<file path="src/rtl/bdlc_pkg.sv">
package bdlc_pkg;

  localparam int NumButtons = 9;
  localparam int IdxW       = 4;
  localparam int TimeW      = 32;
  localparam int PeriodW    = 16;
  localparam int CfgIdxW    = 8;
  localparam int CfgDataW   = 16;

  localparam logic [PeriodW-1:0]    DebounceReset  = 16'd8;
  localparam logic [PeriodW-1:0]    CycleReset     = 16'd600;
  localparam logic [PeriodW-1:0]    HeartbeatReset = 16'd250;
  localparam logic [NumButtons-1:0] LedMaskReset   = '0;

  typedef enum logic [CfgIdxW-1:0] {
    CFG_DEBOUNCE  = 8'd0,
    CFG_CYCLE     = 8'd1,
    CFG_HEARTBEAT = 8'd2,
    CFG_LED_MASK  = 8'd3
  } cfg_idx_e;

  typedef struct packed {
    logic [TimeW-1:0]      now_ms;
    logic [NumButtons-1:0] raw_levels;
  } in_t;

  typedef struct packed {
    logic [NumButtons-1:0] pressed_mask;
    logic                  lit_valid;
    logic [IdxW-1:0]       lit_index;
    logic [NumButtons-1:0] led_drive;
    logic                  report_strobe;
    logic [TimeW-1:0]      up_time;
  } out_t;

  typedef struct packed {
    logic [PeriodW-1:0]    debounce_time;
    logic [PeriodW-1:0]    cycle_period;
    logic [PeriodW-1:0]    heartbeat_gap;
    logic [NumButtons-1:0] led_present_mask;
  } cfg_t;

  typedef struct packed {
    logic            active;
    logic [IdxW-1:0] pos;
  } lit_t;

  // Round-robin search for the next button with an LED after the lit one.
  function automatic lit_t lit_advance(lit_t cur, logic [NumButtons-1:0] mask);
    lit_t          res;
    logic [IdxW:0] base;
    logic [IdxW:0] idx;
    res.active = 1'b0;
    res.pos    = '0;
    base = cur.active ? {1'b0, cur.pos} : (IdxW+1)'(NumButtons - 1);
    // walk from the farthest step back so the nearest hit wins
    for (int s = NumButtons; s >= 1; s--) begin
      idx = base + (IdxW+1)'(s);
      if (idx >= (IdxW+1)'(NumButtons)) begin
        idx = idx - (IdxW+1)'(NumButtons);
      end
      if (mask[idx[IdxW-1:0]]) begin
        res.active = 1'b1;
        res.pos    = idx[IdxW-1:0];
      end
    end
    return res;
  endfunction

endpackage

</file>
<file path="src/rtl/bdlc_cfg_regs.sv">
module bdlc_cfg_regs (
  input  logic                     clk_i,
  input  logic                     rst_ni,
  input  logic                     cfg_valid_i,
  output logic                     cfg_ready_o,
  input  logic [bdlc_pkg::CfgIdxW-1:0]  cfg_idx_i,
  input  logic [bdlc_pkg::CfgDataW-1:0] cfg_data_i,
  output bdlc_pkg::cfg_t           cfg_o
);
  import bdlc_pkg::*;

  cfg_t cfg_q, cfg_d;

  assign cfg_ready_o = 1'b1;

  always_comb begin
    cfg_d = cfg_q;
    if (cfg_valid_i) begin
      unique case (cfg_idx_i)
        CFG_DEBOUNCE:  cfg_d.debounce_time    = cfg_data_i;
        CFG_CYCLE:     cfg_d.cycle_period     = cfg_data_i;
        CFG_HEARTBEAT: cfg_d.heartbeat_gap    = cfg_data_i;
        CFG_LED_MASK:  cfg_d.led_present_mask = cfg_data_i[NumButtons-1:0];
        default:       cfg_d = cfg_q;
      endcase
    end
  end

  always_ff @(posedge clk_i or negedge rst_ni) begin
    if (!rst_ni) begin
      cfg_q.debounce_time    <= DebounceReset;
      cfg_q.cycle_period     <= CycleReset;
      cfg_q.heartbeat_gap    <= HeartbeatReset;
      cfg_q.led_present_mask <= LedMaskReset;
    end else begin
      cfg_q <= cfg_d;
    end
  end

  assign cfg_o = cfg_q;

endmodule

</file>
<file path="src/rtl/bdlc_scan.sv">
module bdlc_scan (
  input  logic           clk_i,
  input  logic           rst_ni,
  input  logic           fire_i,
  input  bdlc_pkg::in_t  scan_i,
  input  bdlc_pkg::cfg_t cfg_i,
  output bdlc_pkg::out_t res_o
);
  import bdlc_pkg::*;

  logic [NumButtons-1:0] last_q, last_d;
  logic [NumButtons-1:0] deb_q, deb_d;
  logic [TimeW-1:0]      ct_q [NumButtons];
  logic [TimeW-1:0]      ct_d [NumButtons];
  logic [TimeW-1:0]      cyc_q, cyc_d;
  logic [TimeW-1:0]      rep_q, rep_d;
  lit_t                  lit_q, lit_d;
  logic                  started_q;

  logic [TimeW-1:0]      now;
  logic [NumButtons-1:0] pressed;
  logic [NumButtons-1:0] settled;
  lit_t                  lit0;
  logic                  cyc_hit;
  logic                  lit_chg;
  logic                  dirty;
  logic                  strobe;

  assign now     = scan_i.now_ms;
  assign pressed = ~scan_i.raw_levels;

  // first scan makes the initial advance from nothing lit
  assign lit0 = started_q ? lit_q : lit_advance(lit_q, cfg_i.led_present_mask);

  always_comb begin
    for (int i = 0; i < NumButtons; i++) begin
      ct_d[i]    = (pressed[i] != last_q[i]) ? now : ct_q[i];
      settled[i] = (now - ct_d[i]) >= {{(TimeW-PeriodW){1'b0}}, cfg_i.debounce_time};
      deb_d[i]   = settled[i] ? pressed[i] : deb_q[i];
    end
  end

  assign last_d  = pressed;
  assign cyc_hit = (now - cyc_q) >= {{(TimeW-PeriodW){1'b0}}, cfg_i.cycle_period};
  assign cyc_d   = cyc_hit ? now : cyc_q;
  assign lit_d   = cyc_hit ? lit_advance(lit0, cfg_i.led_present_mask) : lit0;
  assign lit_chg = cyc_hit && ((lit0.active != lit_d.active) ||
                               (lit_d.active && (lit0.pos != lit_d.pos)));
  assign dirty   = (deb_d != deb_q) || lit_chg;
  assign strobe  = dirty ||
                   ((now - rep_q) >= {{(TimeW-PeriodW){1'b0}}, cfg_i.heartbeat_gap});
  assign rep_d   = strobe ? now : rep_q;

  always_comb begin
    res_o.pressed_mask  = deb_d;
    res_o.lit_valid     = lit_d.active;
    res_o.lit_index     = lit_d.active ? lit_d.pos : '0;
    res_o.led_drive     = lit_d.active ?
                          ((NumButtons'(1) << lit_d.pos) & cfg_i.led_present_mask) : '0;
    res_o.report_strobe = strobe;
    res_o.up_time       = now;
  end

  always_ff @(posedge clk_i or negedge rst_ni) begin
    if (!rst_ni) begin
      last_q    <= '0;
      deb_q     <= '0;
      cyc_q     <= '0;
      rep_q     <= '0;
      lit_q     <= '0;
      started_q <= 1'b0;
      for (int i = 0; i < NumButtons; i++) begin
        ct_q[i] <= '0;
      end
    end else if (fire_i) begin
      last_q    <= last_d;
      deb_q     <= deb_d;
      cyc_q     <= cyc_d;
      rep_q     <= rep_d;
      lit_q     <= lit_d;
      started_q <= 1'b1;
      for (int i = 0; i < NumButtons; i++) begin
        ct_q[i] <= ct_d[i];
      end
    end
  end

endmodule

</file>
<file path="src/rtl/button_debounce_led_cycler_core.sv">
// Debounces nine active-low buttons and rotates one LED among the buttons
// that have one. Each scan word carries a millisecond timestamp and the raw
// pin levels; each scan yields exactly one result word with the debounced
// mask, the lit LED and a report strobe. One scan is taken per clock cycle
// while the result register is not stalled. The scan is first held in the
// input register, then the per-button timer compares, the round-robin LED
// search and the strobe decision resolve in one pass into the result
// register, which presents the result word. A stalled result word holds
// the scan stage, which then stalls the input.
// Configuration writes are taken every cycle and belong in idle periods.
module button_debounce_led_cycler_core (
  input  logic                          clk_i,
  input  logic                          rst_ni,
  input  logic                          in_valid_i,
  output logic                          in_stall_o,
  input  bdlc_pkg::in_t                 in_data_i,
  output logic                          out_valid_o,
  input  logic                          out_stall_i,
  output bdlc_pkg::out_t                out_data_o,
  input  logic                          cfg_valid_i,
  output logic                          cfg_ready_o,
  input  logic [bdlc_pkg::CfgIdxW-1:0]  cfg_idx_i,
  input  logic [bdlc_pkg::CfgDataW-1:0] cfg_data_i
);
  import bdlc_pkg::*;

  logic in_valid_q;
  in_t  in_q;
  logic out_valid_q;
  out_t out_q;
  logic fire;
  cfg_t cfg;
  out_t res;

  // advance the scan stage when the result register is free or draining
  assign fire       = in_valid_q && (!out_valid_q || !out_stall_i);
  assign in_stall_o = in_valid_q && !fire;

  bdlc_cfg_regs u_cfg (
    .clk_i       (clk_i),
    .rst_ni      (rst_ni),
    .cfg_valid_i (cfg_valid_i),
    .cfg_ready_o (cfg_ready_o),
    .cfg_idx_i   (cfg_idx_i),
    .cfg_data_i  (cfg_data_i),
    .cfg_o       (cfg)
  );

  bdlc_scan u_scan (
    .clk_i  (clk_i),
    .rst_ni (rst_ni),
    .fire_i (fire),
    .scan_i (in_q),
    .cfg_i  (cfg),
    .res_o  (res)
  );

  always_ff @(posedge clk_i or negedge rst_ni) begin
    if (!rst_ni) begin
      in_valid_q  <= 1'b0;
      out_valid_q <= 1'b0;
    end else begin
      if (!in_stall_o) begin
        in_valid_q <= in_valid_i;
      end
      if (fire) begin
        out_valid_q <= 1'b1;
      end else if (!out_stall_i) begin
        out_valid_q <= 1'b0;
      end
    end
  end

  always_ff @(posedge clk_i) begin
    if (in_valid_i && !in_stall_o) begin
      in_q <= in_data_i;
    end
    if (fire) begin
      out_q <= res;
    end
  end

  assign out_valid_o = out_valid_q;
  assign out_data_o  = out_q;

endmodule
</file>
<file path="config.mk">
export PLATFORM = sky130hd
export DESIGN_NAME = button_debounce_led_cycler_core
export DESIGN_NICKNAME = d
export VERILOG_FILES = /design/src/rtl/bdlc_pkg.sv /design/src/rtl/bdlc_cfg_regs.sv /design/src/rtl/bdlc_scan.sv /design/src/rtl/button_debounce_led_cycler_core.sv
export SDC_FILE = /design/constraint.sdc
export NUM_CORES = 2
export LEC_CHECK = 0
export BUFFER_PORTS_ARGS = -buffer_cell sky130_fd_sc_hd__buf_2
export CORE_ASPECT_RATIO = 1.5
export CORE_MARGIN = 10
export CORE_UTILIZATION = 35
export CTS_CLUSTER_SIZE = 8
export DETAILED_ROUTE_END_ITERATION = 16
export PLACE_DENSITY = 0.61
export REMOVE_ABC_BUFFERS = 1
export SYNTH_ARGS = -nofsm -noshare
export SYNTH_HDL_FRONTEND = slang
export SYNTH_SLANG_ARGS = --single-unit
</file>
<file path="constraint.sdc">
create_clock -name clk_i -period 11.8 [get_ports clk_i]
set_input_delay 2.36 -clock clk_i [delete_from_list [all_inputs] [get_ports clk_i]]
set_output_delay 2.36 -clock clk_i [all_outputs]
set_load 0.05 [all_outputs]
</file>
Yosys cells after proc, flatten, opt, wreduce, memory -nomap -nowiden
Cells that the tools add are included.
W data, S select, Z words.
{ "word_totals": {"word_cells": 259, "latchBits": 0, "ram_bits": 0, "romBits": 0, "mem_count": 0, "regBits": 532, "output_inout_bits": 59} }
{ "op_classes": {"n_addsub": 47, "n_reduce_logical": 20, "mul": 0, "muxes": 96, "shifts": 1, "magnitude_cmp": 47, "div": 0, "n_eq_ne": 16, "n_bitwise": 2} }
{ "op_table": {"columns": ["op", "n"], "rows": [
  ["$ge A32 B16 Y1", 11],
  ["$sub A32 B32 Y32", 11],
  ["$mux W32", 9],
  ["$mux W5", 20],
  ["$ge A5 B4 Y1 const B", 18],
  ["$lt A4 B5 Y1 const B", 18],
  ["$mux W4", 20],
  ["$bmux W1 S4", 18],
  ["$sub A4 B4 Y4 const B", 18],
  ["$add A4 B3 Y5 const B", 8],
  ["$mux W1", 29],
  ["$add A4 B2 Y5 const B", 4],
  ["$add A4 B4 Y5 const B", 4],
  ["$eq A8 B2 Y1 const B", 2],
  ["$reduce_and A2 Y1", 6],
  ["$add A4 B1 Y5 const B", 2],
  ["$ne A1 B1 Y1", 10],
  ["$and A9 B9 Y9", 1],
  ["$ne A9 B9 Y1", 1],
  ["$not A9 Y9", 1],
  ["$shl A1 B4 Y9 const A", 1],
  ["$eq A8 B1 Y1 const B", 1],
  ["$logic_not A8 Y1", 1],
  ["$logic_and A1 B1 Y1", 5],
  ["other kinds (4)", 10]
]} }

Depth between registers and ports, before layout
{ "logic_depth": {"word_depth": 39, "ltp_mapped": 41, "mapped_depth_nobuf": 38} }

Cells and area by module
Synthesis repeated with hierarchy kept, for this count alone.
{ "unflattened": {"hier_cells": 5872, "hier_area_um2": 50629.8} }
{ "modules_own_cells": {"columns": ["module", "instances", "area_each_um2", "cells_per_inst"], "rows": [
  ["bdlc_scan", 1, 45295.9, 5641],
  ["button_debounce_led_cycler_core", 1, 3005.4, 105],
  ["bdlc_cfg_regs", 1, 2328.5, 126]
]} }

Worst setup path after synthesis
Ideal clock, no wire load.
{ "synth_timing": {"path_type": "reg2reg", "start": "reg u_scan.lit_q[2] in the netlist's numbering", "end": "reg u_scan.rep_q[5]", "path_buffers": 6, "required_ps": 11676, "arrival_time_ps": 8232, "path_slack_ps": 3443, "stages_incl_launch_ff": 38, "setup_ps": 124, "cell_sequence": "dfrtp_1 -> buf_2 -> nand2_1 -> clkinv_1 -> ha_1 -> buf_2 -> nand4b_1 -> o21ai_1 -> xnor2_1 -> mux2i_1 -> nand3_1 -> and4_1 -> clkbuf_1 -> or4_1 -> a2111oi_2 -> a211oi_2 -> nand2_1 -> buf_2 -> (+2 left out) -> nand4_1 -> and2_1 -> or2_2 -> nand2_1 -> nor2_1 -> a221oi_1 -> o211a_1 -> mux2i_1 -> mux2i_1 -> a211oi_1 -> o311ai_1 -> o311ai_4 -> and2_1 -> a2111oi_1 -> a41oi_2 -> nor2_4 -> buf_6 -> o21ai_1"} }
{ "synth_via": {"elab_chain_cells": 39} }
{ "synth_rtl": {"columns": ["element", "line_no", "text"], "rows": [
  ["start: declaration", "bdlc_scan.sv:17", "lit_t lit_q, lit_d;"],
  ["start signal: assignment", "bdlc_scan.sv:80", "lit_q <= lit_d;"],
  ["$mux W4", "bdlc_pkg.sv:55", "base = cur.active ? {1'b0, cur.pos} : (IdxW+1)'(NumButtons - 1);"],
  ["$add A4 B4 Y5", "bdlc_pkg.sv:58", "idx = base + (IdxW+1)'(s);"],
  ["$sub A4 B4 Y4 or $ge A5 B4 Y1 (tied branches)", "bdlc_pkg.sv:60, bdlc_pkg.sv:59", null],
  ["$mux W4", "bdlc_pkg.sv:59", "if (idx >= (IdxW+1)'(NumButtons)) begin"],
  ["$bmux W1 S4", "bdlc_pkg.sv:62", "if (mask[idx[IdxW-1:0]]) begin"],
  ["$mux W1 (implied by the code)", "bdlc_pkg.sv:62", null],
  ["$mux W5 (9 in a row)", "bdlc_pkg.sv:62", null],
  ["$mux W5 *", "bdlc_scan.sv:33", "assign lit0 = started_q ? lit_q : lit_advance(lit_q, cfg_i.led_present_mask);"],
  ["(+15 left out)", null, null],
  ["$mux W5", "bdlc_scan.sv:46", "assign lit_d = cyc_hit ? lit_advance(lit0, cfg_i.led_present_mask) : lit0;"],
  ["$ne A4 B4 Y1", "bdlc_scan.sv:48", "(lit_d.active && (lit0.pos != lit_d.pos)));"],
  ["$logic_and A1 B1 Y1", "bdlc_scan.sv:48", null],
  ["$logic_or A1 B1 Y1 *", "bdlc_scan.sv:47", "assign lit_chg = cyc_hit && ((lit0.active != lit_d.active) ||"],
  ["$logic_and A1 B1 Y1 *", "bdlc_scan.sv:47", null],
  ["$logic_or A1 B1 Y1 *", "bdlc_scan.sv:49", "assign dirty = (deb_d != deb_q) || lit_chg;"],
  ["$logic_or A1 B1 Y1 *", "bdlc_scan.sv:50", "assign strobe = dirty ||"],
  ["$reduce_and A2 Y1 (no source line) *", null, null],
  ["end signal: assignment", "bdlc_scan.sv:79", "rep_q <= rep_d;"],
  ["end: declaration", "bdlc_scan.sv:16", "logic [TimeW-1:0] rep_q, rep_d;"]
]} }
Every way passes the cells marked *; elsewhere a longest branch is shown, timed or not. The select of a mux whose other input is x is not followed.
A chain may end at the register's enable or synchronous reset.

Final worst setup path
{ "layout_timing": {"start": "reg u_scan.lit_q[4] in the netlist's numbering", "end": "reg u_scan.rep_q[0]"} }
The elaborated chain is that of the path after synthesis.

==> qor.log <==
[power_and_ir_drop] net switching power figure 0.00536 W
[power_and_ir_drop] portion of total power attributed to combinational logic 59.9%
[grt] first-pass GRT wire length 255000 um
[sta] Setup violations, final 0
[sta] worst slack on hold paths 0.452 ns
[clock_tree] Resize count post-CTS 0
[sta] final worst clock skew 0.0548 ns
[min_path] worst hold endpoint out_data_o[5]$_DFFE_PP_
[grt] aggregate global routing overflow 0
[worst_setup_path] sort of element at the end of the critical path flop
[placed_design] Post-Place Cell Area 0.0534 mm^2
[run] max-cap viol count 0
[min_path] number of cells on the worst hold path 0
[worst_setup_path] required time at the worst-slack endpoint 12.31 ns
[run_status] run status complete, no violations
[cells_and_area] final-stage net count 6615
[min_path] path type of the worst min-delay path flop to flop
[grt] all-layer global routing usage 20.1%
[sta] timing-limited maximum frequency 101 MHz
[worst_setup_path] setup slack on the worst flop-to-flop path 1.87 ns
[clock_tree] number of buffers inserted by hold repair at cts 0
[synth] number of enable-type register cells in the synthesized netlist 97
[sta] worst max-slew margin expressed relative to the limit 25.5%
[floorplanning] total die area 0.159 mm^2
[clock_tree] clock tree from TritonCTS yes
[synth] portion of synthesized cell area occupied by the leading cell type 21.2%
[worst_setup_path] launch instance of the worst register-to-register path u_scan.lit_q[4]$_DFFE_PN0P_
[detailed_routing] number of vias after detailed routing 45439
[cells_and_area] number of fill cells in the layout 14351
[detailed_routing] detail-routed via count per cell 5.74
[floorplanning] placeable core region 0.143 mm^2
[synth] FF+latch count, synth 532
[floorplanning] placement row count 170
[floorplanning] initial core utilization 35.1%
[synth] cell accounting for the most synthesized area dfrtp_1
[power_and_ir_drop] register share of total power 21.5%
[synth] synthesized cell area 0.0501 mm^2
[worst_setup_path] cell mode on critical path nand2_1
[detailed_routing] First-pass DRT Iterations 8
[synth] number of distinct library cells after synthesis 115
[grt] number of global-route vias before repair 46291
[clock_tree] register clock-pin slew on the reported worst setup and hold paths 0.06 ns
[worst_setup_path] maximum fanout count along the critical path 29
[clock_tree] depth of the CTS H-tree 3
[power_and_ir_drop] Internal Power 0.00628 W
[synth] proportion of synthesized chip area in sequential cells 27.6%
[sta] transition time at the pin with the least slew margin 1.11 ns
[sta] Pins Over Slew Limit 0
[worst_setup_path] Critical Path AT 10.44 ns
[sta] final hold violation count 0
[floorplanning] Horiz. Die Dim 329 um
[detailed_routing] DRC 0
[clock_tree] number of sinks driven by the clock tree 532
[placed_design] estimated wirelength of the detail-placed design 121000 um
[power_and_ir_drop] Switching Fraction 46.1%
[clock_tree] post-CTS setup buffer count 0
[floorplanning] height of the chip 483 um
[cells_and_area] ratio of cells with drive above 1 in the final layout 9.43%
[clock_tree] number of buffers inserted during clock tree synthesis 78
[cells_and_area] most frequent standard cell in the layout excluding fill and tap cells nand2_1
[detailed_routing] routed length per placed instance 20.8 um
[synth] Mean Syn Cell Area 8.51 um^2
[worst_setup_path] Critical Path Source Type flop
[synth] dominant cells by area after synthesis dfrtp_1 (21%), ha_1 (14%), mux2i_1 (7.1%)
[floorplanning] number of primary I/O pins 129
[synth] Gate Count Post-Synth 5893
[clock_tree] latest clock arrival within the worst-skew pair 0.70 ns
[sta] share of the cycle needed by the critical path after routing 84.2%
[detailed_routing] starting DRC count in detailed routing 2864
[power_and_ir_drop] power density of the placed cells 209 mW/mm^2
[power_and_ir_drop] peak supply drop 134 uV
[cells_and_area] layout overhead on the synthesized area 11.0%
[placed_design] final estimated routing congestion in global placement 0.960
[min_path] hold wc startpoint in_q[14]$_DFFE_PP_
[sta] time the final worst path needs with I/O delays and setup 9.93 ns
[worst_setup_path] CP peak stage delay 0.70 ns
[synth] share of flip-flops with an asynchronous set or reset after synthesis 81.8%
[cells_and_area] commonest non-fill, non-tap cells in the layout nand2_1 (651), o21ai_0 (563), ha_1 (556), dfrtp_1 (424), mux2i_1 (355)
[synth] Post-synth top flop dfrtp_1
[synth] Yosys warning total 0
[worst_setup_path] classification of the worst setup path flop to flop
[worst_setup_path] slowest stage cell, crit path dfrtp_1
[power_and_ir_drop] Leakage 24.8 nW
[grt] initial antenna violation count 4
[sta] RSZ-0062 raised after global routing no
[cells_and_area] Layout Cell Area excl Fill 0.0556 mm^2
[detailed_routing] antenna violation net count after detailed routing 0
[worst_setup_path] cell depth of the worst flop-to-flop path 33
[clock_tree] Max Root-Sink Buffers 3
[placed_design] IO Port Bufs 127
[power_and_ir_drop] clock group share of total power 18.7%
[worst_setup_path] Crit Reg-Reg Endpoint u_scan.rep_q[0]$_DFFE_PN0P_
[grt] maximum number of pins on one net before global-route repair 240
[clock_tree] Clock Root Buffer clkbuf_16
[detailed_routing] wire length after detailed routing 165000 um
[flip-flops by register name (all words and copies together), names as in the netlist, 5 cells and up]
| signal | cells |
|---|---|
| u_scan.rep_q | 32 |
| out_data_o | 56 |
| u_scan.cyc_q | 32 |
| in_q | 41 |
| u_cfg.cfg_o | 57 |
| u_scan.deb_q | 9 |
| u_scan.lit_q | 5 |
| u_scan.last_q | 9 |
| u_scan.ct_q | 288 |
[cells in the mapped netlist (all sizes together) (93+ instances only)]
cell type,n
nand2b,93
nand3,152
edfxtp,97
mux2,101
inv,308
nor2,348
a21oi,335
o21ai,600
dfrtp,424
nand2,652
mux2i,357
ha,556
clkbuf,210
a21o,144
xnor2,148
nor3,95
[kinds of logic (layout without fill, tap and decap cells)]
family	after synthesis	count (layout)	synth area share (%)
and+or+nand+nor	1734	1734	16.5
muxes	466	466	9.79
other	1	2	0.00748
buffers and inverters	567	696	4.40
DFF	532	532	27.6
xor gates and xnor gates	222	222	3.88
adders and majority gates	567	567	14.3
AOI/OAI and AO/OA	1804	1804	23.5
[worst max-delay path: cells and delay by family (launching register included)]
kind | cells | cell delay (ns)
AOI/OAI and AO/OA | 12 | 3.01
and+or+nand+nor | 9 | 2.19
muxes | 4 | 1.42
buffers and inverters | 5 | 1.33
adders and majority gates | 2 | 0.91
DFF | 1 | 0.70
xor gates and xnor gates | 1 | 0.15
[per-stage QoR]
stage / total power [W] / utilization, % / instances / worst slack (ns) / TNS [ns]
3_5_place_dp: 0.00941 / 37.4 / 7790 / 2.08 / 0
6_report: 0.0116 / 39.0 / 7915 / 1.87 / 0
2_1_floorplan: 0.00760 / - / 5637 / -8.28 / -979.29
5_1_grt: 0.0126 / 39.0 / 7914 / 1.14 / 0
4_1_cts: 0.0117 / 39.0 / 7914 / 2.04 / 0
3_3_place_gp: 0.00929 / 37.4 / 7790 / 2.33 / 0
[routing by layer]
layer  global-route usage (%)  wire [um]
met1                     21.2      62700
met5                        0         27
met3                     2.66       6910
met2                     36.9      83900
met4                     12.8      11100
[area by class of cell]
cell class              instances  area (um^2)  share of cell area [%]
flip-flops and latches        532        13800                    24.8
repair buffers                261         1700                    3.06
diodes                          1         2.50                 0.00450
inverters                     311         1170                    2.11
clock inverters                 5         47.5                  0.0855
clock buffers                 119         2210                    3.97
multi-input cells            4794        34300                    61.7
well taps                    1892         2370                    4.26
[power groups by stage]
stage	Clock, W	Sequential [W]	Combinational (W)
finish	0.00217	0.00250	0.00697
global route	0.00232	0.00255	0.00770
CTS	0.00225	0.00250	0.00692
detailed placement	0	0.00253	0.00688
global placement	0	0.00251	0.00679
floorplan	0	0.00260	0.00500
[worst max-delay path by stage]
stage | start | end | slack (ns) | cells after the start
2_1_floorplan | out_stall_i | u_scan.cyc_q[10]$_DFFE_PN0P_ | -8.28 | 5
3_3_place_gp | u_scan.lit_q[4]$_DFFE_PN0P_ | u_scan.rep_q[4]$_DFFE_PN0P_ | 2.33 | 31
3_5_place_dp | u_scan.lit_q[4]$_DFFE_PN0P_ | u_scan.rep_q[0]$_DFFE_PN0P_ | 2.08 | 34
4_1_cts | u_scan.lit_q[4]$_DFFE_PN0P_ | u_scan.rep_q[0]$_DFFE_PN0P_ | 2.04 | 34
5_1_grt | u_scan.lit_q[4]$_DFFE_PN0P_ | u_scan.rep_q[4]$_DFFE_PN0P_ | 1.14 | 30
6_report | u_scan.lit_q[4]$_DFFE_PN0P_ | u_scan.rep_q[0]$_DFFE_PN0P_ | 1.87 | 33
Note: power is estimated with default switching activity, not from simulation.
